<file path="src/rtl/rbsc_pkg.sv">
// Package for the ray/box slab clipper: beat payload types, pipeline stage
// types, register codes and pipeline sizing constants.
// No dependencies.
package rbsc_pkg;

   // Value width (signed Q16.16) and the number of restoring division cells.
   localparam int VAL_W   = 32;
   localparam int NCELL   = 32;
   localparam int NAXIS   = 3;
   // Two set-up stages, the cell row, one sign/saturate stage, one stage per axis.
   localparam int NSTAGE  = 2 + NCELL + 1 + NAXIS;
   localparam int ADDR_W  = 5;

   // Register indexes on the configuration port.
   localparam logic [2:0] REG_MIN_X = 3'd0;
   localparam logic [2:0] REG_MIN_Y = 3'd1;
   localparam logic [2:0] REG_MIN_Z = 3'd2;
   localparam logic [2:0] REG_MAX_X = 3'd3;
   localparam logic [2:0] REG_MAX_Y = 3'd4;
   localparam logic [2:0] REG_MAX_Z = 3'd5;

   typedef struct packed {
      logic signed [31:0] origin_x;
      logic signed [31:0] origin_y;
      logic signed [31:0] origin_z;
      logic signed [31:0] direction_x;
      logic signed [31:0] direction_y;
      logic signed [31:0] direction_z;
      logic signed [31:0] near_in;
      logic signed [31:0] far_in;
   } req_type;

   typedef struct packed {
      logic signed [31:0] near_out;
      logic signed [31:0] far_out;
      logic               interval_empty;
   } rsp_type;

   // Box corners, indexed by axis.
   typedef struct packed {
      logic [2:0][31:0] lo;
      logic [2:0][31:0] hi;
   } box_type;

   // First set-up stage: exact side minus origin differences.
   // Lanes 0..2 are the entry sides of x, y, z; lanes 3..5 the exit sides.
   typedef struct packed {
      logic [5:0][32:0] diff;
      logic [2:0][31:0] dir;
      logic [31:0]      near;
      logic [31:0]      far;
   } prep_type;

   // One division lane as it travels down the cell row.
   typedef struct packed {
      logic [31:0] rem;   // partial remainder, below the divisor unless ovf is set
      logic [31:0] work;  // dividend bits shift out at the top, quotient bits in at the bottom
      logic [31:0] dvs;   // divisor magnitude
      logic        neg;   // quotient is negative
      logic        ovf;   // quotient magnitude is 2^32 or more
   } lane_type;

   typedef struct packed {
      lane_type [5:0] lane;
      logic [2:0]     skip;
      logic [31:0]    near;
      logic [31:0]    far;
   } step_type;

   // Clip stage: distances still to be applied sit at index 0 and shift down.
   typedef struct packed {
      logic [2:0][31:0] ent;
      logic [2:0][31:0] ext;
      logic [2:0]       skip;
      logic [31:0]      near;
      logic [31:0]      far;
      logic             done;
   } clip_type;

endpackage

</file>
<file path="src/rtl/rbsc_div_cell.sv">
// One restoring division cell: produces one quotient bit for each of the six
// lanes and hands the rest on. Uses rbsc_pkg.
module rbsc_div_cell (
   input  logic               clock,
   input  logic               en,
   input  rbsc_pkg::step_type step_in,
   output rbsc_pkg::step_type step_out
);
   import rbsc_pkg::*;

   step_type step_ff, step_in_next;

   // Shift in the next dividend bit and subtract the divisor where it fits.
   always_comb begin
      logic [32:0] r2;
      logic        ge;
      step_in_next = step_in;
      for (int l = 0; l < 6; l++) begin
         r2 = {step_in.lane[l].rem, step_in.lane[l].work[31]};
         ge = (r2 >= {1'b0, step_in.lane[l].dvs});
         step_in_next.lane[l].rem  = ge ? 32'(r2 - {1'b0, step_in.lane[l].dvs}) : r2[31:0];
         step_in_next.lane[l].work = {step_in.lane[l].work[30:0], ge};
      end
   end

   always_ff @(posedge clock) begin
      if (en) begin
         step_ff <= step_in_next;
      end
   end

   assign step_out = step_ff;

endmodule

</file>
<file path="config.mk">
export PLATFORM = sky130hd
export DESIGN_NAME = rbsc_div_cell
export DESIGN_NICKNAME = d
export VERILOG_FILES = /design/src/rtl/rbsc_pkg.sv /design/src/rtl/rbsc_div_cell.sv
export SDC_FILE = /design/constraint.sdc
export NUM_CORES = 1
export LEC_CHECK = 0
export ABC_AREA = 1
export BUFFER_PORTS_ARGS = -buffer_cell sky130_fd_sc_hd__clkbuf_2
export CAP_MARGIN = 10
export CORE_AREA = 3 3 506 508
export DETAILED_ROUTE_END_ITERATION = 6
export DIE_AREA = 0 0 509 511
export PLACE_DENSITY = 0.44
export REMOVE_ABC_BUFFERS = 1
export SLEW_MARGIN = 40
export SYNTH_ARGS = -nofsm -noshare
export SYNTH_HDL_FRONTEND = slang
export SYNTH_SLANG_ARGS = --single-unit
</file>
<file path="constraint.sdc">
create_clock -name clock -period 1.8 [get_ports clock]
set_input_delay 0.18 -clock clock [delete_from_list [all_inputs] [get_ports clock]]
set_output_delay 0.18 -clock clock [all_outputs]
set_load 0.02 [all_outputs]
</file>
==> impl_metrics.ini, run 1 <==
[run_status]
status = finished clean

[power]
finalPower_mw = 54.9
power_per_cell_area_nw_per_um2 = 827
ir_worst_vdd_mv = 0.673
p_leak_nw = 34.2

[timing]
hold_viol_final = 0
slew_viol_final = 0
min_period_ns = 1.79
min_period_over_period = 0.993
tightestPinTransition_ns = 0.478
grt_setup_unrepaired = true
finalWorstSetupSlack_ns = 0.0119
slew_headroom = 0.681
fmax_ghz = 0.559
setup_viol = 0

[critical_path]
critical-path-max-stage-delay_ns = 0.61
cp.arrival_ns = 1.61
critical_path_class = flop to output pin
cp_slowest_cell = edfxtp_1
cp-end-kind = output pin
cp_top_family = flip-flops
critPathBufInv = 1
path_cells = clkbuf_8
critPathLaunchType = flop
crit_fanout = 1
worst_ep_required_time_ns = 1.62

[die]
rows = 184
initial_core_util = 0.153
io_pins = 1312
die_area_um2 = 260000
die_w_um = 509
die_height_um = 511
coreArea_um2 = 252000

[logic_synthesis]
yosysUniqueCellTypes = 34
syn_inst = 4664
netlist_area_um2 = 38500
seq_area_frac_synth = 0.510
ys_ff_latch = 655
syn_area_per_cell_um2 = 8.26
yosysWarnings = 0

[placed_design]
gp_congestion = 1.00
io_buffers = 1311
hpwlAfterDp_um = 212000
preCtsSetupSlack_ns = -0.876

[flow_run]
maxCapViolCount = 0

[cells_and_area]
largest_reg_flops = 655
nNetsFinal = 8465
drive_gt1_frac = 0.331
syn_to_final_growth_pct = 72.2

[routing]
wire_per_inst_um = 22.4
drc = 0
vias = 42200
drtIter0Drc = 2845
viasPerCell = 3.81
drtPass1Iterations = 7
drt-total-wl_um = 248000
ant_nets = 0

[global_routing]
antenna_found_initial = 70
grt_max_degree = 45
grt_pass1_wl_um = 336000
grt_usage = 0.184
grt_pass1_vias = 42600
grt_overflow = 0

[clocking]
root_buffer = clkbuf_16
cts_sinks = 655
path_clk_slew_ns = 0.07
h-tree-depth = 3
cts_tree = yes
numCtsBuffers = 88
clock_path_buffers = 3

[hold_path]
hold_path.class = input pin to flop
-- cell usage after synthesis, drive strengths merged --
cell,n,area (um^2)
nor2,266,1080
o21bai,10,75.1
fa,6,120
nand3b,26,219
and2,29,181
a21oi,119,599
xor2,77,674
nand4,16,100
or2,3,18.8
a21o,2,15.0
ha,192,2400
nand2,1818,7050
buf,58,428
inv,946,3550
nor3,47,265
xnor2,7,61.3
nand3,381,2000
o21ai,6,30.0
edfxtp,655,19700
-- repair_timing --
action                                  CTS  global route
buffers inserted                          2             9
hold endpoints to repair                690             6
resized for setup                        51            31
hold buffers                            646             6
pin swaps                                 1             4
endpoints found under the setup margin   39           117
-- stage by stage --
step | utilization | hold slack (ns) | cells | setup TNS, ns | instance area [um^2]
after CTS | 0.263 | -0.464 | 11000 | -3.10 | 66100
final | 0.264 | 0.0670 | 11100 | 0 | 66400
after global placement | 0.224 | 0.356 | 10200 | -125.17 | 56400
after floorplan | - | 0.279 | 4606 | -81.91 | 38100
after global routing | 0.264 | 0.0335 | 11000 | -0.101 | 66300
after detailed placement | 0.224 | 0.359 | 10200 | -124.93 | 56400
-- layer usage --
layer  wire [um]  track usage  vias to the layer above
li1            -            -                    20600
met1      110000        0.240                    19800
met2      112000        0.300                     1478
met3       16900       0.0409                      257
met4        8530       0.0572                        6
met5          40            0                        -
-- kinds of logic after synthesis --
family,count (synthesis),synth area share
compound gates,137,0.0187
xor+xnor,84,0.0191
fa+ha+maj,198,0.0654
buf+inv,1004,0.103
flops,655,0.510
simple gates,2586,0.283
-- cell type report --
cell class                 count  area, um^2
clock inverter                61         756
sequential                   655       19700
multi-input combinational   3005       15000
timing repair buffer        2914       20900
clock buffer                 102        2250
fill                       27600      185000
tap                         3348        4190
antenna                       27        67.6
inverter                     946        3550
-- worst paths after layout --
check	startpoint	end	slack, ns	cells past startpoint
min	step_in[265]	step_out[329]$_DFFE_PP_	0.07	5
max	step_out[296]$_DFFE_PP_	step_out[296]	0.01	1
-- where the power goes --
part	leakage (nW)	total, mW	internal [mW]	switching [mW]
Sequential	6.40	19.8	18.7	1.13
Combinational	26.3	16.4	6.64	9.79
Clock	1.44	18.6	10.6	8.04
Total	34.2	54.9	35.9	19.0
-- layout by cell type (no fill, tap or decap), drive strengths merged --
| cell type | count |
|---|---|
| o21bai | 10 |
| a21o | 2 |
| nor3 | 47 |
| edfxtp | 655 |
| xnor2 | 7 |
| nor2 | 266 |
| ha | 192 |
| dlygate4sd3 | 647 |
| nand3 | 381 |
| nand2 | 1818 |
| buf | 954 |
| diode | 27 |
| clkinvlp | 8 |
| o21ai | 6 |
| fa | 6 |
| dlymetal6s4s | 4 |
| bufinv | 10 |
| clkbuf | 1411 |
| xor2 | 77 |
| nand3b | 26 |
| nand4 | 16 |
| a21oi | 119 |
| or2 | 3 |
| clkinv | 36 |
| and2 | 29 |
| inv | 953 |
Power figures use the tool's default switching activity.
==> inputs of run 2 (changes only) <==
--- a/config.mk
+++ b/config.mk
@@ -7,11 +7,11 @@
 export LEC_CHECK = 0
 export ABC_AREA = 1
 export BUFFER_PORTS_ARGS = -buffer_cell sky130_fd_sc_hd__clkbuf_2
-export CAP_MARGIN = 10
-export CORE_AREA = 3 3 506 508
+export CAP_MARGIN = 25
+export CORE_AREA = 3 3 503 505
 export DETAILED_ROUTE_END_ITERATION = 6
-export DIE_AREA = 0 0 509 511
-export PLACE_DENSITY = 0.44
+export DIE_AREA = 0 0 506 508
+export PLACE_DENSITY = 0.45
 export REMOVE_ABC_BUFFERS = 1
 export SLEW_MARGIN = 40
 export SYNTH_ARGS = -nofsm -noshare
==> impl_metrics.ini, run 2 (synthesis gave the netlist of run 1 again) <==
[timing]
min_period_ns = 1.81
slew_viol_final = 0
holdWs_ns = 0.0168
slew_headroom = 0.677
tightestPinTransition_ns = 0.484
grt_setup_unrepaired = true
finalWorstSetupSlack_ns = -0.0131
fmax_ghz = 0.552
tns_ns = -0.0538
hold_viol_final = 0
min_period_over_period = 1.01
setup_viol = 6

[clocking]
cts_sinks = 655
h-tree-depth = 3
root_buffer = clkbuf_16
path_clk_slew_ns = 0.05
cts_tree = yes
numCtsBuffers = 89
clock_path_buffers = 3

[power]
ir_worst_vdd_mv = 0.664
p_sw_mw = 19.0
p_leak_nw = 34.2
finalPower_mw = 54.8
power_per_cell_area_nw_per_um2 = 821
seq_power_share = 0.361
pwr-share-comb = 0.302
p_int_mw = 35.8
p_sw_frac = 0.347
clkPwrFrac = 0.337

[critical_path]
worst_ep_required_time_ns = 2.26
critical_path_class = input pin to flop
cp-end-kind = flop
critPathLaunchType = input pin
cp.arrival_ns = 2.28
cp-startpoint = step_in[650]
crit_fanout = 13

[die]
die_height_um = 508
die_area_um2 = 257000
initial_core_util = 0.155
die_w_um = 506
coreArea_um2 = 249000
io_pins = 1312
rows = 183

[placed_design]
io_buffers = 1311
gp_congestion = 1.00
hpwlAfterDp_um = 210000

[hold_path]
hp-start = step_in[363]
hold_path.class = input pin to flop

[global_routing]
antenna_found_initial = 72
grt_pass1_wl_um = 333000
grt_max_degree = 40
grt_usage = 0.184
grt_pass1_vias = 42300
grt_overflow = 0

[cells_and_area]
seq_area_um2 = 19700
final_core_util = 0.268
final_common_cell = nand2_1
nNetsFinal = 8439
fillers = 27200
syn_to_final_growth_pct = 73.1
largest_reg_flops = 655
multiInputGateArea_um2 = 15400
drive_gt1_frac = 0.336
final_cell_mix = nand2_1, clkbuf_2, inv_1

[routing]
viasPerCell = 3.84
drc = 0
wire_per_inst_um = 22.4
ant_nets = 0
drtPass1Iterations = 6
drt-total-wl_um = 247000
drtIter0Drc = 3254
vias = 42300

[run_status]
status = finished with violations
violations = negative setup slack

[flow_run]
maxCapViolCount = 0
-- run 2: cell types whose count changed in the layout (fill, tap and decap cells not counted), moves of 5 or more --
cell	previous run	this run
nand3_1	357	346
nand2_2	47	60
ha_1	191	176
nor2_4	6	11
dlygate4sd3_1	647	653
buf_4	917	882
clkbuf_2	1281	1268
nand3_2	24	33
nor2_1	237	229
nand2_1	1758	1741
ha_4	0	13
-- run 2: final timing paths --
kind / end / slack [ns] / depth (start not counted)
setup / recovery: step_out[634]$_DFFE_PP_ / -0.01 / 13
hold / removal: step_out[427]$_DFFE_PP_ / 0.02 / 5
-- run 2: area by class of cell --
class,instances,share of cell area
timing repair buffer,2885,0.312
tap,3330,0.0624
antenna,29,0.00109
multi-input combinational,3007,0.231
clock inverter,59,0.0107
sequential,655,0.295
inverter,946,0.0532
clock buffer,105,0.0343
-- run 2: metrics by stage --
step	setup slack (ns)	instance area, um^2	std cells
after floorplan	-0.645	38100	4606
after global placement	-0.695	56100	10200
after detailed placement	-0.709	56100	10200
after CTS	-0.131	65900	11000
after global routing	-0.139	66700	11000
final	-0.0131	66700	11000
-- run 2: critical path, cell delays in order --
cell,delay [ns]
dlygate4sd3_1,0.54
clkbuf_2,0.13
ha_4,0.29
buf_4,0.14
nand2_1,0.06
nor3_2,0.14
nand3_1,0.11
nand3_2,0.10
nor2_4,0.05
buf_12,0.15
buf_4,0.19
nand3_1,0.10
nand2_1,0.06
-- run 2: per-layer routing --
| metal | global-route usage | vias to the layer above | share of wire |
|---|---|---|---|
| met5 | 0 | - | 0.00070 |
| met4 | 0.0681 | 28 | 0.039 |
| met3 | 0.0589 | 325 | 0.086 |
| met2 | 0.288 | 1561 | 0.44 |
| met1 | 0.237 | 19900 | 0.43 |
| li1 | - | 20600 | - |
-- run 2: timing repair --
action	CTS	global route
cloned	0	4
buffers inserted	0	4
pin swaps	0	17
hold buffers	650	11
hold endpoints to repair	707	9
setup endpoints to repair	38	135
gates resized for setup	64	129
-- run 2: power by group through the flow --
| stage | logic [mW] | registers (mW) | clock network (mW) |
|---|---|---|---|
| after global routing | 18.0 | 19.9 | 19.7 |
| final | 16.5 | 19.8 | 18.5 |
| after detailed placement | 15.0 | 20.0 | 0 |
| after global placement | 15.0 | 20.1 | 0 |
| after floorplan | 4.77 | 21.4 | 0 |
| after CTS | 16.4 | 19.8 | 19.2 |
==> inputs of run 3 (changes only) <==
--- a/config.mk
+++ b/config.mk
@@ -9,6 +9,7 @@
 export BUFFER_PORTS_ARGS = -buffer_cell sky130_fd_sc_hd__clkbuf_2
 export CAP_MARGIN = 25
 export CORE_AREA = 3 3 503 505
+export CTS_BUF_LIST = sky130_fd_sc_hd__clkbuf_2 sky130_fd_sc_hd__clkbuf_4 sky130_fd_sc_hd__clkbuf_8
 export DETAILED_ROUTE_END_ITERATION = 6
 export DIE_AREA = 0 0 506 508
 export PLACE_DENSITY = 0.45
==> impl_metrics.ini, run 3 (synthesis gave the netlist of run 1 again) <==
[run_status]
status = finished with violations
violations = negative setup slack

[timing]
tightestPinTransition_ns = 0.481
hold_viol_final = 0
holdWs_ns = 0.0275
grt_setup_unrepaired = true
setup_viol = 188
slew_viol_final = 0
fmax_ghz = 0.502
tns_ns = -10.48
min_period_ns = 1.99
finalWorstSetupSlack_ns = -0.191
slew_headroom = 0.679
min_period_over_period = 1.11

[clocking]
root_buffer = clkbuf_8
h-tree-depth = 4
clock_path_buffers = 3
cts_sinks = 655
cts_tree = yes
numCtsBuffers = 139
path_clk_slew_ns = 0.07

[routing]
drt-total-wl_um = 252000
topRoutingLayerUsed = met5
ant_nets = 0
drc = 0
wire_per_inst_um = 22.0
met3_length_um = 21600
met2_length_um = 112000
vias = 44500
drtPass1Iterations = 5
drtIter0Drc = 3255
met1_length_um = 108000
viasPerCell = 3.88

[critical_path]
path_cells = clkbuf_2, dlygate4sd3_1, ha_2, nand2_1, nand2_1, inv_1, nand2_1, nand2_1, nand2_1, nand2_1, nand3_2, nor2_4, nand2_8, buf_12, nand2_1, nand2_1
cp_top_family = simple AND/OR/NAND/NOR gates
cp-end-kind = flop
critical_path_class = input pin to flop
critPathBufInv = 4
critical-path-max-stage-delay_ns = 0.62
crit_path_frequent_cell = nand2_1
crit_fanout = 18
critPathLaunchType = input pin
cp.arrival_ns = 2.60
cp_slowest_cell = dlygate4sd3_1
worst_ep_required_time_ns = 2.41

[flow_run]
maxCapViolCount = 0

[die]
coreArea_um2 = 249000
die_height_um = 508
die_w_um = 506
rows = 183
io_pins = 1312
initial_core_util = 0.155
die_area_um2 = 257000

[power]
power_per_cell_area_nw_per_um2 = 762
p_leak_nw = 37.1
ir_worst_vdd_mv = 0.559

[hold_path]
whs_path_depth = 4
hp-start = step_in[137]
hold_end = step_out[138]$_DFFE_PP_
hold_path.class = input pin to flop

[cells_and_area]
final_cell_mix = nand2_1, dlygate4sd3_1, clkbuf_2
nNetsFinal = 8872
multiInputGateArea_um2 = 17300
seq_area_um2 = 19700
syn_to_final_growth_pct = 94.6
largest_reg_flops = 655
fillers = 26400
drive_gt1_frac = 0.359
final_core_util = 0.302
final_common_cell = nand2_1
fin_cells = 11500

[placed_design]
io_buffers = 1311
hpwlAfterDp_um = 210000
place_inst = 10200
gp_congestion = 1.00

[global_routing]
grt_max_degree = 40
grt_usage = 0.187
grt_overflow = 0
grt_pass1_wl_um = 340000
antenna_found_initial = 73
grt_pass1_vias = 44800
## run 3: power by group
group	internal (mW)	switching, mW
Combinational	8.59	10.4
Clock	9.96	8.30
Sequential	18.7	1.23
Total	37.3	19.9
## run 3: cell type report
| type | count | area share |
|---|---|---|
| Clock inverter | 71 | 0.0120 |
| Antenna cell | 33 | 0.00110 |
| Sequential cell | 655 | 0.262 |
| Timing Repair Buffer | 3267 | 0.363 |
| Multi-Input combinational cell | 3008 | 0.230 |
| Tap cell | 3330 | 0.0555 |
| Inverter | 946 | 0.0474 |
| Clock buffer | 168 | 0.0284 |
## run 3: worst max path at each step
stage	startpoint	end	slack, ns	depth (start not counted)
6_report	step_in[446]	step_out[453]$_DFFE_PP_	-0.19	16
2_1_floorplan	step_in[293]	step_out[329]$_DFFE_PP_	-0.64	10
3_5_place_dp	step_in[195]	step_out[260]$_DFFE_PP_	-0.71	12
4_1_cts	step_out[413]$_DFFE_PP_	step_out[413]	-0.33	1
5_1_grt	step_out[121]$_DFFE_PP_	step_out[121]	-0.33	1
3_3_place_gp	step_in[189]	step_out[260]$_DFFE_PP_	-0.70	14
## run 3: metal layers
| metal | up-vias | track usage |
|---|---|---|
| met1 | 20900 | 0.239 |
| li1 | 21400 | - |
| met5 | - | 0 |
| met3 | 407 | 0.0609 |
| met4 | 40 | 0.0678 |
| met2 | 1756 | 0.293 |
## run 3: timing repair
item,in CTS,in global routing
hold buffers,1003,69
pin swaps,0,51
gates cloned,0,3
endpoints found under the hold margin,1111,71
setup buffers,0,26
resized for setup,478,841
endpoints found under the setup margin,356,461
## run 3: per-stage QoR
step	total power, mW	cell area, um^2	setup WS [ns]
final	57.2	75000	-0.191
after global routing	60.2	75000	-0.331
after CTS	56.6	71300	-0.329
after detailed placement	35.0	56100	-0.709
after global placement	35.1	56100	-0.695
after floorplan	26.1	38100	-0.645
