[src/rtl/rbsc_pkg.sv]
// Package for the ray/box slab clipper: beat payload types, pipeline stage
// types, register codes and pipeline sizing constants.
// No dependencies.
package rbsc_pkg;

   // Value width (signed Q16.16) and the number of restoring division cells.
   localparam int VAL_W   = 32;
   localparam int NCELL   = 32;
   localparam int NAXIS   = 3;
   // Two set-up stages, the cell row, one sign/saturate stage, one stage per axis.
   localparam int NSTAGE  = 2 + NCELL + 1 + NAXIS;
   localparam int ADDR_W  = 5;

   // Register indexes on the configuration port.
   localparam logic [2:0] REG_MIN_X = 3'd0;
   localparam logic [2:0] REG_MIN_Y = 3'd1;
   localparam logic [2:0] REG_MIN_Z = 3'd2;
   localparam logic [2:0] REG_MAX_X = 3'd3;
   localparam logic [2:0] REG_MAX_Y = 3'd4;
   localparam logic [2:0] REG_MAX_Z = 3'd5;

   typedef struct packed {
      logic signed [31:0] origin_x;
      logic signed [31:0] origin_y;
      logic signed [31:0] origin_z;
      logic signed [31:0] direction_x;
      logic signed [31:0] direction_y;
      logic signed [31:0] direction_z;
      logic signed [31:0] near_in;
      logic signed [31:0] far_in;
   } req_type;

   typedef struct packed {
      logic signed [31:0] near_out;
      logic signed [31:0] far_out;
      logic               interval_empty;
   } rsp_type;

   // Box corners, indexed by axis.
   typedef struct packed {
      logic [2:0][31:0] lo;
      logic [2:0][31:0] hi;
   } box_type;

   // First set-up stage: exact side minus origin differences.
   // Lanes 0..2 are the entry sides of x, y, z; lanes 3..5 the exit sides.
   typedef struct packed {
      logic [5:0][32:0] diff;
      logic [2:0][31:0] dir;
      logic [31:0]      near;
      logic [31:0]      far;
   } prep_type;

   // One division lane as it travels down the cell row.
   typedef struct packed {
      logic [31:0] rem;   // partial remainder, below the divisor unless ovf is set
      logic [31:0] work;  // dividend bits shift out at the top, quotient bits in at the bottom
      logic [31:0] dvs;   // divisor magnitude
      logic        neg;   // quotient is negative
      logic        ovf;   // quotient magnitude is 2^32 or more
   } lane_type;

   typedef struct packed {
      lane_type [5:0] lane;
      logic [2:0]     skip;
      logic [31:0]    near;
      logic [31:0]    far;
   } step_type;

   // Clip stage: distances still to be applied sit at index 0 and shift down.
   typedef struct packed {
      logic [2:0][31:0] ent;
      logic [2:0][31:0] ext;
      logic [2:0]       skip;
      logic [31:0]      near;
      logic [31:0]      far;
      logic             done;
   } clip_type;

endpackage

[src/rtl/rbsc_clip.sv]
// One axis of interval clipping: applies the distances at index 0, marks an
// empty interval as finished and shifts the next axis down. Uses rbsc_pkg.
module rbsc_clip (
   input  logic               clock,
   input  logic               en,
   input  rbsc_pkg::clip_type clip_in,
   output rbsc_pkg::clip_type clip_out
);
   import rbsc_pkg::*;

   clip_type clip_ff, clip_next;

   // Raise the start, lower the end, unless the axis is skipped or the ray has left.
   // Only an axis that is actually clipped can end the walk; a skipped axis never
   // does, even when the incoming interval is already inverted.
   always_comb begin
      logic [31:0] t0;
      logic [31:0] t1;
      t0 = clip_in.near;
      t1 = clip_in.far;
      if (!clip_in.done && !clip_in.skip[0]) begin
         if ($signed(clip_in.ent[0]) > $signed(t0)) begin
            t0 = clip_in.ent[0];
         end
         if ($signed(clip_in.ext[0]) < $signed(t1)) begin
            t1 = clip_in.ext[0];
         end
      end
      clip_next.near = t0;
      clip_next.far  = t1;
      clip_next.done = clip_in.done || (!clip_in.skip[0] && ($signed(t0) > $signed(t1)));
      clip_next.ent  = {32'h0, clip_in.ent[2:1]};
      clip_next.ext  = {32'h0, clip_in.ext[2:1]};
      clip_next.skip = {1'b1, clip_in.skip[2:1]};
   end

   always_ff @(posedge clock) begin
      if (en) begin
         clip_ff <= clip_next;
      end
   end

   assign clip_out = clip_ff;

endmodule

[config.mk]
export PLATFORM = sky130hd
export DESIGN_NAME = rbsc_clip
export DESIGN_NICKNAME = d
export VERILOG_FILES = /design/src/rtl/rbsc_pkg.sv /design/src/rtl/rbsc_clip.sv
export SDC_FILE = /design/constraint.sdc
export NUM_CORES = 1
export LEC_CHECK = 0
export BUFFER_PORTS_ARGS = -buffer_cell sky130_fd_sc_hd__buf_4
export CAP_MARGIN = 20
export CORE_AREA = 8 8 197 199
export DETAILED_ROUTE_END_ITERATION = 10
export DIE_AREA = 0 0 205 207
export HOLD_SLACK_MARGIN = 0.12
export PLACE_DENSITY = 0.64
export SLEW_MARGIN = 25
export SYNTH_ARGS = -nofsm -noshare
export SYNTH_HDL_FRONTEND = slang
export SYNTH_SLANG_ARGS = --single-unit
[constraint.sdc]
create_clock -name clock -period 6.85 [get_ports clock]
set_input_delay 0.685 -clock clock [delete_from_list [all_inputs] [get_ports clock]]
set_output_delay 0.685 -clock clock [all_outputs]
set_load 0.05 [all_outputs]
==> qor.csv, run 1 <==
metric,value,unit
Comb power frac,0.295,
dominant synthesized flop cell,edfxtp_1,
"Max FO, Critical Path",24,
post-DP HPWL,33.4,mm
Clock Sinks,195,
leading area contributor after synthesis,edfxtp_1,
DR WL/cell,24.2,um
final core occ,0.398,
Critical Path Sink,clip_out[0],
Reg power frac,0.412,
pwr/cell area,247,nW/um^2
MaxCap Viol Count,0,
All-Layer GR Usage,0.176,
clock power share,0.293,
Final TNS setup,0,ns
initial core utilization,0.277,
Simple-Gate Fraction of Synth Area,0.0367,
critical setup path kind,input port to register,
Synth-to-Final Area Change,43.6,%
DRT iter0 DRCs,242,
clk root buf,clkbuf_16,
ratio of cells with drive above 1 in the final layout,0.485,
"Cell Area, Synth",9960,sq um
Synth Register Bits,195,
final wirelength,39.5,mm
CP Cell Sequence,"buf_4, inv_1, ha_1, nand4_1, nor4_1, a22oi_1, o211ai_1, o21ai_0, nand3_4, buf_4, mux2i_1, ha_1, and4_1, nand2_1, nor3_1, buf_4, o311ai_0, and3_1, xor2_1, a21o_1",
Buf/Inv on CP,4,
pin count of the biggest net entering global routing,82,
Hold Crit Class,input port to register,
internal power,2.27,mW
placed inst area,13700,sq um
vias in the first global route,7700,
die width,205,um
number of different library cells in the post-synthesis netlist,41,
static leakage,6.72,nW
TritonCTS buffer count,17,
fin area,14300,sq um
fin crit share,0.798,
max FFs per register,195,
I/O pin count,522,
Critical Path Stages,20,
crit path from,clip_in[32],
sequential-to-total area share from yosys stat,0.588,
adder-cell share of the synthesized area,0.119,
final setup fails,0,
Crit. End Element,register,
DRC Markers,0,
Mean Syn Cell Area,14.7,sq um
Die ar.,42400,sq um
Critical Path RT,7.06,ns
Max Fclk,183,MHz
Ys Warns,0,
largest family of logic cells by synthesized area,adder cells,
Final Critical Period,5.46,ns
Slowest Stage Delay on Critical Path,0.79,ns
Post-DRT Antenna Nets,0,
ranking of synthesized cells by area,"edfxtp_1 (59%), ha_1 (12%), buf_4 (4.9%), mux2_4 (4.4%), mux2_2 (4.0%)",
CTS Hold Bufs,0,
most frequent cells in the layout,"buf_4 (461), edfxtp_1 (195), ha_1 (95)",
Worst-path clk slew,0.09,ns
Slew HR,0.420,
H-tree depth,4,
Worst Path Arrival,5.68,ns
Post-CTS Resized,0,
CTS tree,built,
PortBufs,456,
core area,35900,sq um
"commonest non-fill, non-tap cell in the layout",buf_4,
DR vias/cell,4.43,
Fin. Hold Viols,0,
Critical Path Start Type,input port,
mux share of post-synthesis cell area,0.115,
GRT Residual Overflow,0,
first-pass GRT wire length,53.8,mm
sw frac,0.358,
Slew @ Worst Pin,0.862,ns
Post-synth EDFFs,195,
Post-synth ARST share,0,
Rows,70,
Synth Instances,677,
Psw,1.27,mW
Final Max Slew Viols,0,
routability cong.,0.880,
slowest cell on the critical path,nor4_1,
xor and xnor area share after synthesis,0.000880,
# Post-CTS Setup Buffers,0,
Die Y,207,um
hold wc startpoint,clip_in[152],
clock buffer depth,2,
initial antenna violation count,13,
Peak VDD IR,0.174,mV
DRT Pass-1 Iters,4,
area share of the largest cell type after synthesis,0.588,
outcome,finished clean,
# nets final,1505,
CP dominant cell by count,buf_4,
RSZ-0062 raised after global routing,false,
complex-gate fraction of the synthesized area,0.0514,
DR vias,7238,
CP top delay family,simple AND/OR/NAND/NOR gates,
==> kinds of logic after synthesis <==
family / count (synthesis)
AOI/OAI and AO/OA: 80
xor gates and xnor gates: 1
adders and majority gates: 95
buffers and inverters: 140
DFF: 195
muxes: 96
other: 2
and+or+nand+nor: 68
==> power by group through the flow <==
stage	Sequential, mW	Combinational (mW)	Clock, mW
2_1_floorplan	1.84	0.314	0
3_3_place_gp	1.49	1.04	0
3_5_place_dp	1.49	1.05	0
4_1_cts	1.46	1.06	1.07
5_1_grt	1.47	1.10	1.10
6_report	1.46	1.04	1.04
==> cell usage after synthesis, drive strengths merged, types with 3 or more instances <==
cell type / count
nor2: 7
a2111oi: 3
o21ai: 10
a21oi: 36
edfxtp: 195
ha: 95
buf: 75
nand3: 9
nand4: 17
mux2: 64
nor4: 5
nand2: 16
mux2i: 32
o211ai: 3
nor2b: 5
a211oi: 4
a21o: 11
inv: 65
and4: 4
==> how the worst min path moves through the flow <==
stage	slack (ns)	depth (start not counted)	endpoint
final	0.40	1	clip_out[120]
after global routing	0.38	1	clip_out[178]
after CTS	0.38	1	clip_out[120]
after detailed placement	0.86	1	clip_out[120]
after global placement	0.86	1	clip_out[116]
after floorplan	0.78	0	clip_out[100]
==> layout make-up <==
class                   instances  area, sq um
multi-input cells             405         3490
diodes                          4         10.0
fillers                      3460        21600
flip-flops and latches        195         5860
inverters                      65          244
repair buffers                464         3510
well taps                     468          586
clock buffers                  17          425
clock inverters                15          179
==> stage by stage <==
| stage | setup WS, ns | hold WS [ns] | power (mW) | cells |
|---|---|---|---|---|
| floorplan | 2.40 | 0.784 | 2.16 | 740 |
| global placement | 0.636 | 0.863 | 2.53 | 1596 |
| detailed placement | 0.632 | 0.864 | 2.54 | 1596 |
| CTS | 1.13 | 0.376 | 3.59 | 1628 |
| global route | 0.944 | 0.379 | 3.67 | 1629 |
| finish | 1.39 | 0.404 | 3.54 | 1633 |
==> layer usage <==
metal	GRT usage	vias to the layer above	wire length, um
li1	-	3382	-
met1	0.169	3449	13500
met2	0.328	337	20800
met3	0.0824	50	4140
met4	0.0505	20	852
met5	0	-	138
No activity file was read; power rests on OpenSTA's default activity.
==> run 2: changes to the inputs <==
Settings changed: PLACE_DENSITY 0.64 to 0.66.
Clock period 6.85 ns to 4.7 ns, I/O delays scaled along.
==> run 2 against run 1 <==
  * Power is 49% higher
  * Non-clock buffer count rose by 47
  * Wire length is 0.82% higher
  * Utilization increased by 1.2 points
  * Via count grew 2.5%
  * Global-route usage grew 0.20 points
  * Final cell count grew 2.8%
  * Sequential share of layout area shrank 1.2 points
  * Count of clock-buffer cells in the layout is the same
  * Die area did not move
  * First-iteration DRC count grew 2.9%
  * Critical path type unchanged
  * Critical endpoint unchanged
  * Highest routed layer unchanged
==> qor.csv, run 2 (synthesis results as in run 1) <==
metric,value,unit,change
outcome,finished clean,,
Worst Path Arrival,4.55,ns,-1.13 ns
Reg power frac,0.403,,-0.009
internal power,3.41,mW,+50%
Critical Path RT,4.92,ns,-2.14 ns
I/O pin count,522,,unchanged
RSZ-0062 raised after global routing,false,,
clock power share,0.298,,+0.005
DR vias,7419,,+2.5%
total instance count after detailed placement,1644,,+3.0%
# nets final,1552,,+3.1%
most frequent cells in the layout,"buf_4 (505), edfxtp_1 (195), ha_1 (95)",,
Final Critical Period,4.33,ns,
Slew HR,0.530,,+0.109
Die ar.,42400,sq um,unchanged
Max Fclk,231,MHz,
final core occ,0.410,,+0.0117
Comb power frac,0.299,,+0.004
All-Layer GR Usage,0.178,,+0.00196
vias in the first global route,7959,,+3.4%
routability cong.,0.915,,+4.0%
Synth-to-Final Area Change,47.9,%,
# Post-CTS Setup Buffers,0,,unchanged
Psw,1.87,mW,+48%
fin crit share,0.922,,
clk root buf,clkbuf_16,,
Critical Path Start Type,input port,,
die width,205,um,unchanged
initial core utilization,0.277,,unchanged
ratio of cells with drive above 1 in the final layout,0.505,,+0.0200
Crit. End Element,register,,
max FFs per register,195,,unchanged
DRT Pass-1 Iters,6,,+2
DRT iter0 DRCs,249,,+2.9%
H-tree depth,4,,unchanged
final wirelength,39.8,mm,+0.82%
critical setup path kind,input port to register,,
static leakage,6.97,nW,+3.7%
Fill cells,3404,,-1.6%
TritonCTS buffer count,17,,unchanged
crit path from,clip_in[40],,
multi-input logic area,3500,sq um,+0.25%
Final Max Slew Viols,0,,unchanged
DR WL/cell,23.7,um,-1.9%
Finished Layout Cells,1679,,+2.8%
placed inst area,14100,sq um,+2.9%
GRT Residual Overflow,0,,unchanged
pin count of the biggest net entering global routing,93,,+13%
Fin. Hold Viols,0,,unchanged
DR vias/cell,4.42,,-0.31%
Design Power,5.28,mW,+49%
hold wc startpoint,clip_in[160],,
"commonest non-fill, non-tap cell in the layout",buf_4,,
post-DP HPWL,33.6,mm,+0.79%
CTS Hold Bufs,0,,unchanged
Worst-path clk slew,0.09,ns,about the same
core area,35900,sq um,unchanged
sequential cell area,5860,sq um,unchanged
initial antenna violation count,7,,-6
Die Y,207,um,unchanged
"Max FO, Critical Path",9,,-63%
DRC Markers,0,,unchanged
Clock Sinks,195,,unchanged
final setup fails,0,,unchanged
Slew @ Worst Pin,0.705,ns,-0.156 ns
Peak VDD IR,0.337,mV,+94%
sw frac,0.355,,-0.00322
first-pass GRT wire length,54.4,mm,+1.2%
Min Hold Slack,0.185,ns,-0.219 ns
Post-CTS Resized,0,,unchanged
Hold Crit Class,input port to register,,
MaxCap Viol Count,0,,unchanged
Rows,70,,unchanged
PortBufs,456,,unchanged
Post-DRT Antenna Nets,0,,unchanged
clock buffer depth,2,,unchanged
CTS tree,built,,
fin area,14700,sq um,+2.9%
pwr/cell area,359,nW/um^2,+45%
==> run 2: worst paths after layout <==
path	to	slack, ns	cells past startpoint
worst min-delay path	clip_out[128]	0.19	1
worst max-delay path	clip_out[0]	0.37	19
==> run 2: routing by layer <==
layer  GRT usage  part of all wire
met5           0            0.0018
met4      0.0505             0.019
met3      0.0766             0.096
met2       0.331              0.53
met1       0.175              0.35
==> run 2: metrics by stage <==
step	setup slack [ns]	TNS [ns]
after floorplan	0.461	0
after global placement	-0.348	-0.348
after detailed placement	-0.369	-0.369
after CTS	0.114	0
after global routing	0.0365	0
final	0.366	0
==> run 2: final cells by class <==
cell class,instances,share of cell area
inverter,65,0.0166
tap,468,0.0398
clock buffer,17,0.0289
timing repair buffer,511,0.265
antenna,3,0.000510
clock inverter,15,0.0144
sequential,195,0.398
multi-input combinational,405,0.238
==> run 2: power by group through the flow <==
stage | registers (mW) | clock network, mW | logic (mW)
finish | 2.13 | 1.57 | 1.58
global route | 2.14 | 1.67 | 1.66
CTS | 2.13 | 1.61 | 1.60
detailed placement | 2.17 | 0 | 1.60
global placement | 2.17 | 0 | 1.58
floorplan | 2.69 | 0 | 0.458
==> run 2: critical path, stage by stage <==
cell and delay (ns):
buf_4 0.08, inv_1 0.03, ha_1 0.31, a21oi_1 0.14
o21ai_0 0.17, a221o_1 0.37, o31ai_4 0.30, a21oi_1 0.16
a31oi_4 0.24, buf_4 0.25, mux2_2 0.41, ha_1 0.37
nand4_1 0.18, nor3_1 0.22, buf_4 0.17, o311ai_1 0.13
and3_1 0.23, xor2_1 0.14, a21o_1 0.17
==> run 3: changes to the inputs <==
Settings changed: CORE_AREA 8 8 197 199 to 8 8 196 198, DIE_AREA 0 0 205 207 to 0 0 204 206, PLACE_DENSITY 0.66 to 0.67.
==> run 3 against run 2 <==
  * Critical path depth is the same
  * Final area fell by 0.41%
  * Fmax fell by 1.4%
  * Highest routed layer unchanged
  * Global-route usage up 0.24 points
  * Largest power group unchanged
  * Via count about the same
  * Count of clock-buffer cells in the layout unchanged
  * Sequential cell count did not move
==> qor.csv, run 3 (synthesis results as in run 1) <==
metric,value,unit,change
Slew HR,0.510,,-0.0194
H-tree depth,4,,unchanged
I/O pin count,522,,unchanged
CTS tree,built,,
DR vias/cell,4.46,,+1.0%
PortBufs,456,,unchanged
# nets final,1543,,-0.58%
Fill cells,3305,,-2.9%
fin crit share,0.935,,+0.0130
max FFs per register,195,,unchanged
Clock Sinks,195,,unchanged
Hold Crit Class,input port to register,,
TritonCTS buffer count,17,,unchanged
Worst-path clk slew,0.09,ns,about the same
internal power,3.43,mW,+0.77%
pin count of the biggest net entering global routing,137,,+47%
clock power share,0.297,,about the same
Psw,1.82,mW,-2.8%
Synth-to-Final Area Change,47.3,%,
Post-DRT Antenna Nets,0,,unchanged
initial antenna violation count,9,,+2
RSZ-0062 raised after global routing,false,,
final core occ,0.416,,+0.00628
clock buffer depth,2,,unchanged
Max Fclk,228,MHz,-1.4%
sequential cell area,5860,sq um,unchanged
Die Y,206,um,-0.48%
static leakage,6.94,nW,-0.37%
Final WS setup,0.305,ns,-0.0609 ns
CTS Hold Bufs,0,,unchanged
Slew @ Worst Pin,0.734,ns,+0.0291 ns
DRT Pass-1 Iters,4,,-2
initial core utilization,0.283,,+0.00540
DRC Markers,0,,unchanged
core area,35200,sq um,-1.9%
GRT Residual Overflow,0,,unchanged
Reg power frac,0.405,,+0.002
Peak VDD IR,0.282,mV,-16%
Critical Path RT,4.92,ns,about the same
critical setup path kind,input port to register,,
"commonest non-fill, non-tap cell in the layout",buf_4,,
DR vias,7414,,-0.067%
"Max FO, Critical Path",8,,-1
final setup fails,0,,unchanged
post-DP HPWL,33.9,mm,+0.69%
clk root buf,clkbuf_16,,
most frequent cells in the layout,"buf_4 (496), edfxtp_1 (195), ha_1 (95)",,
MaxCap Viol Count,0,,unchanged
Comb power frac,0.298,,about the same
All-Layer GR Usage,0.180,,+0.00243
Worst Path Arrival,4.62,ns,+0.07 ns
Worst Hold Depth,1,,unchanged
Die ar.,42000,sq um,-0.97%
routability cong.,0.884,,-3.4%
sw frac,0.347,,-0.00822
multi-input logic area,3530,sq um,+0.97%
outcome,finished clean,,
Critical Path Start Type,input port,,
die width,204,um,-0.49%
pwr/cell area,358,nW/um^2,about the same
Final Critical Period,4.39,ns,+0.0609 ns
Rows,69,,-1.4%
Design Power,5.25,mW,-0.50%
vias in the first global route,8015,,+0.70%
Fin. Hold Viols,0,,unchanged
Crit. End Element,register,,
Final Max Slew Viols,0,,unchanged
final wirelength,39.8,mm,+0.11%
DR WL/cell,24.0,um,+1.2%
ratio of cells with drive above 1 in the final layout,0.505,,about the same
"worst slack, placed",-0.399,ns,-0.0294 ns
first-pass GRT wire length,53.8,mm,-1.1%
DRT iter0 DRCs,301,,+21%
==> run 3: cell types whose count changed in the layout (fill, tap and decap cells not counted), sizes merged <==
| cell | delta |
|---|---|
| clkinv | -2 |
| clkinvlp | -1 |
| inv | +2 |
| buf | -9 |
| bufinv | +1 |
| diode | -2 |
==> run 3: final cells by class <==
type | count | share of cell area
tap | 461 | 0.0393
timing repair buffer | 502 | 0.262
multi-input combinational | 405 | 0.241
clock inverter | 15 | 0.0130
antenna | 1 | 0.000171
sequential | 195 | 0.399
clock buffer | 17 | 0.0290
inverter | 65 | 0.0166
==> run 3: power by group through the flow <==
stage                     Combinational, mW  Clock, mW  Sequential, mW
final                                  1.57       1.56            2.13
after global routing                   1.65       1.66            2.14
after CTS                              1.59       1.60            2.13
after detailed placement               1.59          0            2.17
after global placement                 1.57          0            2.16
after floorplan                       0.458          0            2.69
==> run 3: per-layer routing <==
layer,routed length [um],vias to the layer above,GRT usage
met1,13500,3553,0.178
met4,1040,18,0.0627
met5,105,-,0
met2,21000,351,0.336
li1,-,3437,-
met3,4190,55,0.0755
==> run 3: stage by stage <==
| stage | TNS [ns] | std cells | cell area [sq um] | hold slack [ns] |
|---|---|---|---|---|
| after detailed placement | -0.399 | 1628 | 14000 | 0.649 |
| after floorplan | 0 | 740 | 10200 | 0.569 |
| after global placement | -0.291 | 1628 | 14000 | 0.648 |
| after global routing | 0 | 1660 | 14700 | 0.162 |
| after CTS | 0 | 1660 | 14600 | 0.150 |
| final | 0 | 1661 | 14700 | 0.182 |
==> run 3: worst max-delay path, stage by stage <==
cell and delay [ns]:
buf_4 0.08, inv_1 0.03, ha_1 0.38, nand4_1 0.39, nor4_2 0.49, o31ai_4 0.18, a21oi_1 0.28, a31oi_4 0.08
buf_12 0.17, buf_12 0.14, mux2_2 0.32, ha_1 0.32, a21o_1 0.18, a21o_1 0.17, a221oi_1 0.33, o31a_1 0.19
and3_1 0.15, xor2_1 0.07, a21o_1 0.17
==> run 3: final timing paths <==
check	start	to	slack, ns
worst max-delay path	clip_in[64]	clip_out[0]	0.31
worst min-delay path	clip_in[251]	clip_out[219]	0.18
==> run 3: timing repair <==
action                                 in CTS  in global routing
endpoints found under the hold margin       0                  0
setup endpoints to repair                   0                  1
gates resized for setup                     0                  6
buffers inserted                            0                  0
