`config.mk`:
```
export PLATFORM = sky130hd
export DESIGN_NAME = rbsc_prep
export DESIGN_NICKNAME = d
export VERILOG_FILES = /design/src/rtl/rbsc_pkg.sv /design/src/rtl/rbsc_prep.sv
export SDC_FILE = /design/constraint.sdc
export NUM_CORES = 1
export LEC_CHECK = 0
export BUFFER_PORTS_ARGS = -buffer_cell sky130_fd_sc_hd__buf_2
export CAP_MARGIN = 20
export CORE_AREA = 2 2 433 435
export CTS_CLUSTER_DIAMETER = 150
export CTS_CLUSTER_SIZE = 40
export DETAILED_ROUTE_END_ITERATION = 6
export DIE_AREA = 0 0 435 437
export MAX_ROUTING_LAYER = met4
export PLACE_DENSITY_LB_ADDON = 0.12
export REMOVE_ABC_BUFFERS = 1
export SLEW_MARGIN = 5
export SYNTH_ARGS = -nofsm -noshare
export SYNTH_HDL_FRONTEND = slang
export SYNTH_SLANG_ARGS = --single-unit
```
`constraint.sdc`:
```
create_clock -name clock -period 4.52 [get_ports clock]
set_input_delay 0.678 -clock clock [delete_from_list [all_inputs] [get_ports clock]]
set_output_delay 0.678 -clock clock [all_outputs]
set_load 0.02 [all_outputs]
```
`src/rtl/rbsc_pkg.sv`:
```
// Package for the ray/box slab clipper: beat payload types, pipeline stage
// types, register codes and pipeline sizing constants.
// No dependencies.
package rbsc_pkg;

   // Value width (signed Q16.16) and the number of restoring division cells.
   localparam int VAL_W   = 32;
   localparam int NCELL   = 32;
   localparam int NAXIS   = 3;
   // Two set-up stages, the cell row, one sign/saturate stage, one stage per axis.
   localparam int NSTAGE  = 2 + NCELL + 1 + NAXIS;
   localparam int ADDR_W  = 5;

   // Register indexes on the configuration port.
   localparam logic [2:0] REG_MIN_X = 3'd0;
   localparam logic [2:0] REG_MIN_Y = 3'd1;
   localparam logic [2:0] REG_MIN_Z = 3'd2;
   localparam logic [2:0] REG_MAX_X = 3'd3;
   localparam logic [2:0] REG_MAX_Y = 3'd4;
   localparam logic [2:0] REG_MAX_Z = 3'd5;

   typedef struct packed {
      logic signed [31:0] origin_x;
      logic signed [31:0] origin_y;
      logic signed [31:0] origin_z;
      logic signed [31:0] direction_x;
      logic signed [31:0] direction_y;
      logic signed [31:0] direction_z;
      logic signed [31:0] near_in;
      logic signed [31:0] far_in;
   } req_type;

   typedef struct packed {
      logic signed [31:0] near_out;
      logic signed [31:0] far_out;
      logic               interval_empty;
   } rsp_type;

   // Box corners, indexed by axis.
   typedef struct packed {
      logic [2:0][31:0] lo;
      logic [2:0][31:0] hi;
   } box_type;

   // First set-up stage: exact side minus origin differences.
   // Lanes 0..2 are the entry sides of x, y, z; lanes 3..5 the exit sides.
   typedef struct packed {
      logic [5:0][32:0] diff;
      logic [2:0][31:0] dir;
      logic [31:0]      near;
      logic [31:0]      far;
   } prep_type;

   // One division lane as it travels down the cell row.
   typedef struct packed {
      logic [31:0] rem;   // partial remainder, below the divisor unless ovf is set
      logic [31:0] work;  // dividend bits shift out at the top, quotient bits in at the bottom
      logic [31:0] dvs;   // divisor magnitude
      logic        neg;   // quotient is negative
      logic        ovf;   // quotient magnitude is 2^32 or more
   } lane_type;

   typedef struct packed {
      lane_type [5:0] lane;
      logic [2:0]     skip;
      logic [31:0]    near;
      logic [31:0]    far;
   } step_type;

   // Clip stage: distances still to be applied sit at index 0 and shift down.
   typedef struct packed {
      logic [2:0][31:0] ent;
      logic [2:0][31:0] ext;
      logic [2:0]       skip;
      logic [31:0]      near;
      logic [31:0]      far;
      logic             done;
   } clip_type;

endpackage

```
`src/rtl/rbsc_prep.sv`:
```
// Two set-up stages: picks the box sides, forms the differences, then the
// magnitudes, signs and overflow flags for six divisions. Uses rbsc_pkg.
module rbsc_prep (
   input  logic              clock,
   input  logic              en_a,
   input  logic              en_b,
   input  rbsc_pkg::req_type req_in,
   input  rbsc_pkg::box_type box,
   output rbsc_pkg::step_type step_out
);
   import rbsc_pkg::*;

   prep_type a_ff, a_in;
   step_type b_ff, b_in;

   // Stage A: choose entry and exit sides by the direction's sign.
   always_comb begin
      logic [2:0][31:0] org;
      logic [2:0][31:0] dir;
      logic [31:0]      ent_side;
      logic [31:0]      ext_side;
      org = {req_in.origin_z, req_in.origin_y, req_in.origin_x};
      dir = {req_in.direction_z, req_in.direction_y, req_in.direction_x};
      a_in = '0;
      for (int ax = 0; ax < NAXIS; ax++) begin
         ent_side = dir[ax][31] ? box.hi[ax] : box.lo[ax];
         ext_side = dir[ax][31] ? box.lo[ax] : box.hi[ax];
         a_in.diff[ax]     = {ent_side[31], ent_side} - {org[ax][31], org[ax]};
         a_in.diff[ax + 3] = {ext_side[31], ext_side} - {org[ax][31], org[ax]};
      end
      a_in.dir  = dir;
      a_in.near = req_in.near_in;
      a_in.far  = req_in.far_in;
   end

   // Stage B: magnitudes of the scaled numerator and of the divisor.
   always_comb begin
      logic [48:0] num;
      logic [48:0] absnum;
      logic [31:0] absdir;
      logic [31:0] dvd_hi;
      b_in = '0;
      for (int s = 0; s < 2; s++) begin
         for (int ax = 0; ax < NAXIS; ax++) begin
            num    = {a_ff.diff[s*3 + ax], 16'h0000};
            absnum = a_ff.diff[s*3 + ax][32] ? (~num + 49'd1) : num;
            absdir = a_ff.dir[ax][31] ? (~a_ff.dir[ax] + 32'd1) : a_ff.dir[ax];
            dvd_hi = {15'h0000, absnum[48:32]};
            b_in.lane[s*3 + ax].rem  = dvd_hi;
            b_in.lane[s*3 + ax].work = absnum[31:0];
            b_in.lane[s*3 + ax].dvs  = absdir;
            b_in.lane[s*3 + ax].neg  = a_ff.diff[s*3 + ax][32] ^ a_ff.dir[ax][31];
            b_in.lane[s*3 + ax].ovf  = (dvd_hi >= absdir);
         end
      end
      for (int ax = 0; ax < NAXIS; ax++) begin
         b_in.skip[ax] = (a_ff.dir[ax] == '0);
      end
      b_in.near = a_ff.near;
      b_in.far  = a_ff.far;
   end

   always_ff @(posedge clock) begin
      if (en_a) begin
         a_ff <= a_in;
      end
      if (en_b) begin
         b_ff <= b_in;
      end
   end

   assign step_out = b_ff;

endmodule

```
==> results.yml, run 1 <==
yosys:
  async_flop_share_pct: 0
  synth_edf_count: 731
  post_synth_main_area_contributors: "edfxtp_1 (49%), ha_1 (8.5%), xnor2_1 (6.8%)"
  synth_flop_cell: "edfxtp_1"
  yosys_warnings: 0
  postSynthAreaPerCell_um2: 11.6
  synthDistinctLibCells: 85
  post_synth_instance_area_mm2: 0.0445
  post_synth_inst_count: 3827
  synth-seq-cells: 731
  yosysTopAreaCell: "edfxtp_1"
  synth-seq-area-share_pct: 49.3
  synthDominantCellAreaShare_pct: 49.3
power:
  report.power.total_uw: 19900
  cellInternalPower_uw: 12700
  irDropWorstVdd_mv: 0.293
  clockPowerShare_pct: 19.7
  power.combinational.fraction_pct: 32.4
  swShare_pct: 36.2
  p_sw_uw: 7230
  power.density_mw_per_mm2: 377
  seq_power_share_pct: 47.9
  cellLeakagePower_uw: 0.0217
cts:
  cts_buffers: 29
  tritoncts: "done"
  cts.clk_slew.worst_paths_ns: 0.16
  clock_latency_ns: 0.71
  cts.sinks: 731
  cts_hold_buffers: 0
  cts_max_level: 1
  ctsLongestPathBuffers: 3
  cts_root_buffer: "clkbuf_16"
place:
  port-buffer-count: 919
  place_worst_setup_slack_ns: -0.0726
  place_congestion: 0.858
  dpl.hpwl_mm: 125
layout:
  post_route_cells_drive_above_1_share_pct: 28.7
  layout-area-overhead-vs-synth_pct: 19.0
  final_nets: 5506
timing:
  clk_skew_ns: 0.0766
  timing.fmax_ghz: 0.228
  worst-slew-pin-transition_ns: 0.846
  setup_slack_ns: 0.134
  min_period_ns: 4.39
  rsz0062_at_grt: "yes"
  hold_violations: 0
  max_slew_headroom_pct: 43.6
  finalCritPeriodShare_pct: 97.0
  setup_viol: 0
  slew_viol_final: 0
floorplanning:
  floorplan.io_pins: 1106
  initial_utilization_pct: 24.0
  std_cell_rows: 158
  die_height_um: 437
  floorplan.die_area_mm2: 0.190
  die_x_um: 435
  floorplan.core_area_mm2: 0.185
critical_path:
  required_ns: 4.99
  critical_path.startpoint_type: "register"
  worst-setup-path-type: "register to register"
  worst_setup_path_end_kind: "register"
  worstPathArrival_ns: 4.85
  setup.reg_to_reg.worst_slack_ns: 0.13
  worst-path-max-fanout: 3
routing:
  routed-via-count: 31600
  dr.pass1.iters: 7
  drt-vias-per-instance: 4.36
  drt-wirelength-per-cell_um: 20.9
  finalWirelength_mm: 151
  drc: 2
  antenna_left: 0
  initialDrtViolationCount: 1447
global_route:
  via_count_of_the_first_global_routing_pass: 31900
  overflow: 0
  largest_net_degree_at_the_start_of_global_routing: 75
  grt_usage_pct: 15.6
  wire_length_of_the_first_global_routing_pass_mm: 217
  number_of_antenna_violations_at_the_first_check_in_global_routing: 22
worst_hold_path:
  min-delay-path-class: "input pin to register"
run:
  maxCapViolations: 0
outcome:
  run_status: "finished, violations left"
  violations_in_the_final_reports: "DRC"
## state kept, by name (all words and copies together), names as in the netlist
name	count
a_ff	358
step_out	373
## cell usage after synthesis (7+ instances only)
master and count:
a211o_1 13, a211oi_1 21, a21boi_0 7, a21o_1 103, a21oi_1 169, a31o_2 8, a31oi_1 23, and3_1 22
and4_1 7, buf_4 282, clkbuf_1 71, edfxtp_1 731, ha_1 303, inv_1 250, mux2_2 184, mux2i_1 12
nand2_1 181, nand2b_1 56, nand3_1 51, nand4_1 28, nor2_1 135, nor2b_1 40, nor3_1 45, nor4_1 33
nor4b_1 9, o211ai_1 15, o21a_1 37, o21ai_0 202, o21bai_1 23, o31a_1 14, o31ai_1 80, o41ai_1 32
or2_2 16, or3_1 35, or4_1 41, xnor2_1 344, xor2_1 86
## layout by cell type (no fill, tap or decap), types with 74 or more instances in the layout
cell type | Yosys | layout
nor2_1 | 135 | 131
xnor2_1 | 344 | 343
ha_1 | 303 | 303
buf_4 | 282 | 131
nand2_1 | 181 | 180
a21oi_1 | 169 | 169
o21ai_0 | 202 | 197
conb_1 | 1 | 186
a21o_1 | 103 | 103
inv_1 | 250 | 250
edfxtp_1 | 731 | 731
mux2_2 | 184 | 184
buf_2 | 1 | 915
xor2_1 | 86 | 86
o31ai_1 | 80 | 74
## through the flow
stage          utilization, %  setup TNS [ns]  cell area [µm²]  hold WS (ns)  instances
2_1_floorplan               -               0            42800         0.400       3656
5_1_grt                  28.6         -0.0388            52900        0.0625       7245
4_1_cts                  28.5               0            52800        0.0257       7237
3_3_place_gp             27.9         -0.0456            51700         0.401       7191
3_5_place_dp             27.9         -0.0726            51700         0.405       7191
6_report                 28.6               0            52900         0.115       7247
## final timing paths
path	start	to	cells past startpoint
worst max-delay path	a_ff[260]	step_out[361]	15
worst min-delay path	req_in[37]	a_ff[37]	1
worst max register to register	a_ff[260]	step_out[361]	15
worst min register to register	a_ff[61]	step_out[61]	0
## final cells by class
cell class                 instances  area (µm²)
fill                           19400      132000
antenna                            6        15.0
tap                             2480        3100
sequential                       731       22000
inverter                         251         942
timing repair buffer            1059        5810
clock buffer                      31         733
multi-input combinational       2674       20000
clock inverter                    15         368
## kinds of logic (layout without fill, tap and decap cells)
kind of cell / count (synthesis) / after routing / share of synthesized area (%)
compound gates: 811 / 811 / 12.0
simple gates: 742 / 742 / 8.93
flops: 731 / 731 / 49.3
buf+inv: 607 / 1356 / 7.50
xor+xnor: 430 / 430 / 8.47
fa+ha+maj: 309 / 309 / 8.79
mux: 196 / 196 / 4.93
other cells: 1 / 192 / 0.00843
## metal layers
layer  vias to the layer above  part of all wire (%)  track usage, %
li1                      15500                     -               -
met1                     15300                    42            18.5
met2                       709                    52            28.4
met3                       124                   2.9            1.24
met4                         0                   2.8            3.90
met5                         -                     0               -
## power groups by stage
stage	logic [µW]	registers [µW]	clock network, µW
2_1_floorplan	3250	10200	0
3_3_place_gp	6540	9730	0
3_5_place_dp	6520	9730	0
4_1_cts	6550	9580	4170
5_1_grt	7130	9680	4320
6_report	6470	9550	3920
## critical path, cell delays in order (launching register included)
cell,delay [ns]
edfxtp_1,0.44
or4_4,0.54
or4_4,0.45
or3_4,0.36
or2_2,0.33
o31ai_2,0.22
xnor2_1,0.18
ha_1,0.27
a21o_1,0.16
a21o_1,0.17
a21o_1,0.17
a21o_1,0.18
a21o_1,0.19
a211oi_2,0.24
or4_1,0.17
a311oi_2,0.09
## what timing repair did
action / 4_1_cts / 5_1_grt
pin swaps: 0 / 5
buffers inserted: 0 / 4
resized for setup: 2 / 31
setup endpoints to repair: 1 / 5
Power figures use the tool's default switching activity.
==> run 2: changes to the inputs <==
- CORE_AREA: 2 2 433 435 -> 2 2 429 431
- DIE_AREA: 0 0 435 437 -> 0 0 431 433
- clock period: 4.52 -> 5.1 ns (I/O delays scaled with it)
==> run 2 against run 1 <==
Against the previous run: non-clock buffer count fell by 84; wire length fell by 2.3%; total power fell by 13%; combinational power fell by 14%; cell count fell by 2.5%; design area fell by 1.8%; the run now ends clean; register-to-register slack improved by 0.34 ns; first-iteration DRC count rose by 21%; highest routed layer unchanged; die area fell by 1.8%; flip-flop and latch count did not move.
==> results.yml, run 2 (same netlist as run 1, synthesis figures left out) <==
critical_path:
  required_ns: 5.55
  worst-setup-path-type: "register to register"
  worst_path_largest_cell_delay_ns: 0.58
  crit_family: "simple AND/OR/NAND/NOR gates"
  worst_reg2reg_path_depth: 16
  critical_path.startpoint_type: "register"
  worst_setup_path_end_kind: "register"
  worstPathArrival_ns: 5.09
  cp_cell_sequence: "or4_1 -> or4_1 -> nor2_1 -> nand3_1 -> nor2_1 -> nand3_1 -> or3_1 -> o31ai_1 -> xnor2_1 -> ha_1 -> o21a_1 -> o21ai_0 -> a21oi_1 -> nor4_1 -> o31a_1 -> nor4_2"
  endpoint: "step_out[263]"
  setup.reg_to_reg.worst_slack_ns: 0.47
  worst-path-buf-inv: 0
  timing.critical_path.depth: 16
  rr_startpoint: "a_ff[229]"
  worst-path-max-fanout: 4
  startpoint: "a_ff[229]"
  rr_endpoint: "step_out[263]"
  critical_path.slowest_cell: "or4_1"
place:
  dpl.hpwl_mm: 123
  placed_cells: 7016
  place_congestion: 0.854
  port-buffer-count: 919
global_route:
  number_of_antenna_violations_at_the_first_check_in_global_routing: 29
  overflow: 0
  largest_net_degree_at_the_start_of_global_routing: 84
  grt_usage_pct: 15.5
  via_count_of_the_first_global_routing_pass: 30800
  wire_length_of_the_first_global_routing_pass_mm: 210
timing:
  final.setup.tns_ns: 0
  rsz0062_at_grt: "no"
  hold_violations: 0
  timing.fmax_ghz: 0.216
  clk_skew_ns: 0.0612
  finalCritPeriodShare_pct: 90.8
  max_slew_headroom_pct: 30.1
  min_period_ns: 4.63
  slew_viol_final: 0
  setup_viol: 0
  worst-slew-pin-transition_ns: 1.03
outcome:
  run_status: "finished clean"
routing:
  drt-vias-per-instance: 4.39
  dr.pass1.iters: 5
  drc: 0
  initialDrtViolationCount: 1746
  finalWirelength_mm: 148
  top_layer_used: "met4"
  drt-wirelength-per-cell_um: 20.9
  route.layer.met1.wl_mm: 60.6
  route.met3.wl_mm: 4.84
  met2_wirelength_mm: 78.8
  routed-via-count: 31100
  antenna_left: 0
floorplanning:
  initial_utilization_pct: 24.4
  floorplan.die_area_mm2: 0.187
  die_height_um: 433
  die_x_um: 431
  std_cell_rows: 157
  floorplan.io_pins: 1106
  floorplan.core_area_mm2: 0.182
cts:
  cts_max_level: 1
  cts.clk_slew.worst_paths_ns: 0.16
  tritoncts: "done"
  cts_root_buffer: "clkbuf_16"
  quantity_of_gates_resized_following_cts: 0
  post_cts_buffers: 0
  cts.sinks: 731
  clock_latency_ns: 0.69
  ctsLongestPathBuffers: 3
  cts_hold_buffers: 0
  cts_buffers: 29
worst_hold_path:
  min-delay-path-class: "input pin to register"
layout:
  fin_cells: 7066
  layout_commonest_cell: "buf_2"
  highest_count_cells_in_the_layout_ignoring_fill_and_taps: "buf_2 (916), edfxtp_1 (731), xnor2_1 (344)"
  final_nets: 5422
  layout-area-overhead-vs-synth_pct: 16.9
  post_route_cells_drive_above_1_share_pct: 26.9
  largest_reg_flops: 373
power:
  report.power.total_uw: 17400
  power.density_mw_per_mm2: 336
  cellLeakagePower_uw: 0.0212
  irDropWorstVdd_mv: 0.257
run:
  maxCapViolations: 0
[run 2: cell type report]
cell class                 instances  area (µm²)
clock inverter                    16         348
clock buffer                      30         729
tap                             2385        2980
fill                           19000      130000
antenna                            4        10.0
multi-input combinational       2674       19900
sequential                       731       22000
timing repair buffer             975        5130
inverter                         251         942
[run 2: how the worst min path moves through the flow]
stage | cells past startpoint | slack, ns | end | from
after floorplan | 0 | 0.40 | step_out[0] | a_ff[0]
after global placement | 0 | 0.40 | step_out[51] | a_ff[51]
after detailed placement | 0 | 0.40 | step_out[0] | a_ff[0]
after CTS | 1 | 0.14 | a_ff[34] | req_in[34]
after global routing | 1 | 0.15 | a_ff[34] | req_in[34]
final | 1 | 0.23 | a_ff[76] | req_in[140]
[run 2: per-layer routing]
layer | up-vias | global-route usage (%)
li1 | 15300 | -
met2 | 679 | 28.8
met5 | - | -
met4 | 0 | 3.52
met1 | 14900 | 18.1
met3 | 135 | 1.27
[run 2: where the power goes]
part	leakage (µW)	switching [µW]	total [µW]	internal, µW
Sequential	0.00717	655	8450	7790
Combinational	0.0135	3410	5540	2130
Clock	0.000505	2230	3450	1220
[run 2: through the flow]
| step | utilization (%) | hold WS (ns) | area, µm² | setup slack, ns |
|---|---|---|---|---|
| floorplan | - | 0.400 | 42800 | 0.968 |
| finish | 28.6 | 0.228 | 52000 | 0.470 |
| global route | 28.5 | 0.153 | 52000 | 0.0364 |
| detailed placement | 28.0 | 0.405 | 50900 | 0.269 |
| global placement | 28.0 | 0.400 | 50900 | 0.249 |
| CTS | 28.5 | 0.144 | 52000 | 0.411 |
==> run 3: changes to the inputs <==
- BUFFER_PORTS_ARGS: -buffer_cell sky130_fd_sc_hd__buf_2 -> -buffer_cell sky130_fd_sc_hd__clkbuf_2
==> run 3 against run 2 <==
Against the previous run: combinational power about the same; first-iteration DRC count fell by 21%; count of clock-buffer cells in the layout unchanged.
==> results.yml, run 3 (same netlist as run 1, synthesis figures left out) <==
cts:
  cts.clk_slew.worst_paths_ns: 0.16
  cts_hold_buffers: 0
  post_cts_buffers: 0
  cts_max_level: 1
  cts.sinks: 731
  clock_latency_ns: 0.71
  tritoncts: "done"
  cts_root_buffer: "clkbuf_16"
  cts_buffers: 29
  quantity_of_gates_resized_following_cts: 0
  ctsLongestPathBuffers: 3
layout:
  layout-area-overhead-vs-synth_pct: 17.0
  post_route_cells_drive_above_1_share_pct: 26.9
  final_nets: 5423
  largest_reg_flops: 373
  layout_commonest_cell: "clkbuf_2"
  fillerInstances: 19000
  fin_area_mm2: 0.0520
  layout.area.seq_mm2: 0.0220
  total_area_of_multi_input_combinational_cells_mm2: 0.0199
  highest_count_cells_in_the_layout_ignoring_fill_and_taps: "clkbuf_2 (914), edfxtp_1 (731), xnor2_1 (344)"
critical_path:
  startpoint: "a_ff[229]"
  worstPathArrival_ns: 5.08
  required_ns: 5.56
  worst-path-max-fanout: 4
  critical_path.startpoint_type: "register"
  rr_startpoint: "a_ff[229]"
  worst-setup-path-type: "register to register"
  worst_setup_path_end_kind: "register"
timing:
  max_slew_headroom_pct: 34.3
  clk_skew_ns: 0.0527
  timing.fmax_ghz: 0.217
  final.setup.tns_ns: 0
  min_period_ns: 4.62
  setup_viol: 0
  slew_viol_final: 0
  rsz0062_at_grt: "no"
  setup_slack_ns: 0.484
  hold_violations: 0
  finalCritPeriodShare_pct: 90.5
  worst-slew-pin-transition_ns: 0.972
routing:
  finalWirelength_mm: 149
  drc: 0
  routed-via-count: 31000
  antenna_left: 0
  dr.pass1.iters: 7
  drt-wirelength-per-cell_um: 21.0
  initialDrtViolationCount: 1371
  drt-vias-per-instance: 4.38
run:
  maxCapViolations: 0
floorplanning:
  die_height_um: 433
  die_x_um: 431
  floorplan.die_area_mm2: 0.187
  initial_utilization_pct: 24.4
  floorplan.io_pins: 1106
  std_cell_rows: 157
  floorplan.core_area_mm2: 0.182
worst_hold_path:
  worstHoldStart: "req_in[34]"
  min-delay-path-class: "input pin to register"
global_route:
  number_of_antenna_violations_at_the_first_check_in_global_routing: 20
  largest_net_degree_at_the_start_of_global_routing: 84
  grt_usage_pct: 15.6
  via_count_of_the_first_global_routing_pass: 30800
  overflow: 0
  wire_length_of_the_first_global_routing_pass_mm: 210
place:
  dpl.hpwl_mm: 123
  port-buffer-count: 919
  place_worst_setup_slack_ns: 0.332
  detailed_place.area_mm2: 0.0509
  place_congestion: 0.844
outcome:
  run_status: "finished clean"
power:
  power.density_mw_per_mm2: 339
  cellLeakagePower_uw: 0.0214
  irDropWorstVdd_mv: 0.266
==> run 3: cell count changes in the layout (fill, tap and decap cells not counted), sizes merged <==
cell,delta
diode,+4
buf,-913
clkinv,+2
clkbuf,+914
bufinv,+1
==> run 3: through the flow <==
step                      util, %  total power [µW]  hold slack, ns  cells
final                        28.6             17600           0.211   7074
after global placement       28.0             14300           0.400   7017
after detailed placement     28.0             14300           0.405   7017
after floorplan                 -             11900           0.400   3656
after global routing         28.6             18700           0.144   7074
after CTS                    28.6             17900           0.130   7066
==> run 3: worst max-delay path, cell delays in order (launching register included) <==
cell	delay [ns]
edfxtp_1	0.47
or4_1	0.61
or4_1	0.45
nor2_1	0.14
nand3_1	0.18
nor2_1	0.27
nand3_1	0.23
or3_1	0.45
o31ai_1	0.29
xnor2_1	0.20
ha_1	0.29
o21a_1	0.11
o21ai_0	0.21
a21oi_1	0.06
nor4_1	0.19
o31a_1	0.20
nor4_2	0.05
==> run 3: final cells by class <==
type | count | area share, %
multi-input cells | 2674 | 38.2
well taps | 2385 | 5.73
diodes | 8 | 0.0385
clock inverters | 19 | 0.755
clock buffers | 30 | 1.40
repair buffers | 976 | 9.85
flip-flops and latches | 731 | 42.2
inverters | 251 | 1.81
==> run 3: metal layers <==
| metal | vias to the layer above | global-route usage, % | wire (µm) |
|---|---|---|---|
| met5 | - | - | 0 |
| met4 | 0 | 5.34 | 5340 |
| met3 | 139 | 1.51 | 4570 |
| met2 | 652 | 27.7 | 77000 |
| met1 | 14800 | 18.3 | 61800 |
| li1 | 15300 | - | - |
==> run 3: power by group <==
part,leakage (µW),switching [µW],internal [µW]
Clock,0.000535,2300,1290
Sequential,0.00717,680,7800
Combinational,0.0137,3430,2120
Total,0.0214,6410,11200
==> run 3: path summary, 6_finish.rpt <==
path              cells past startpoint             to  slack (ns)
setup / recovery                     16  step_out[263]        0.48
hold reg to reg                       0   step_out[24]        0.43
setup reg to reg                     16  step_out[263]        0.48
hold / removal                        1       a_ff[34]        0.21
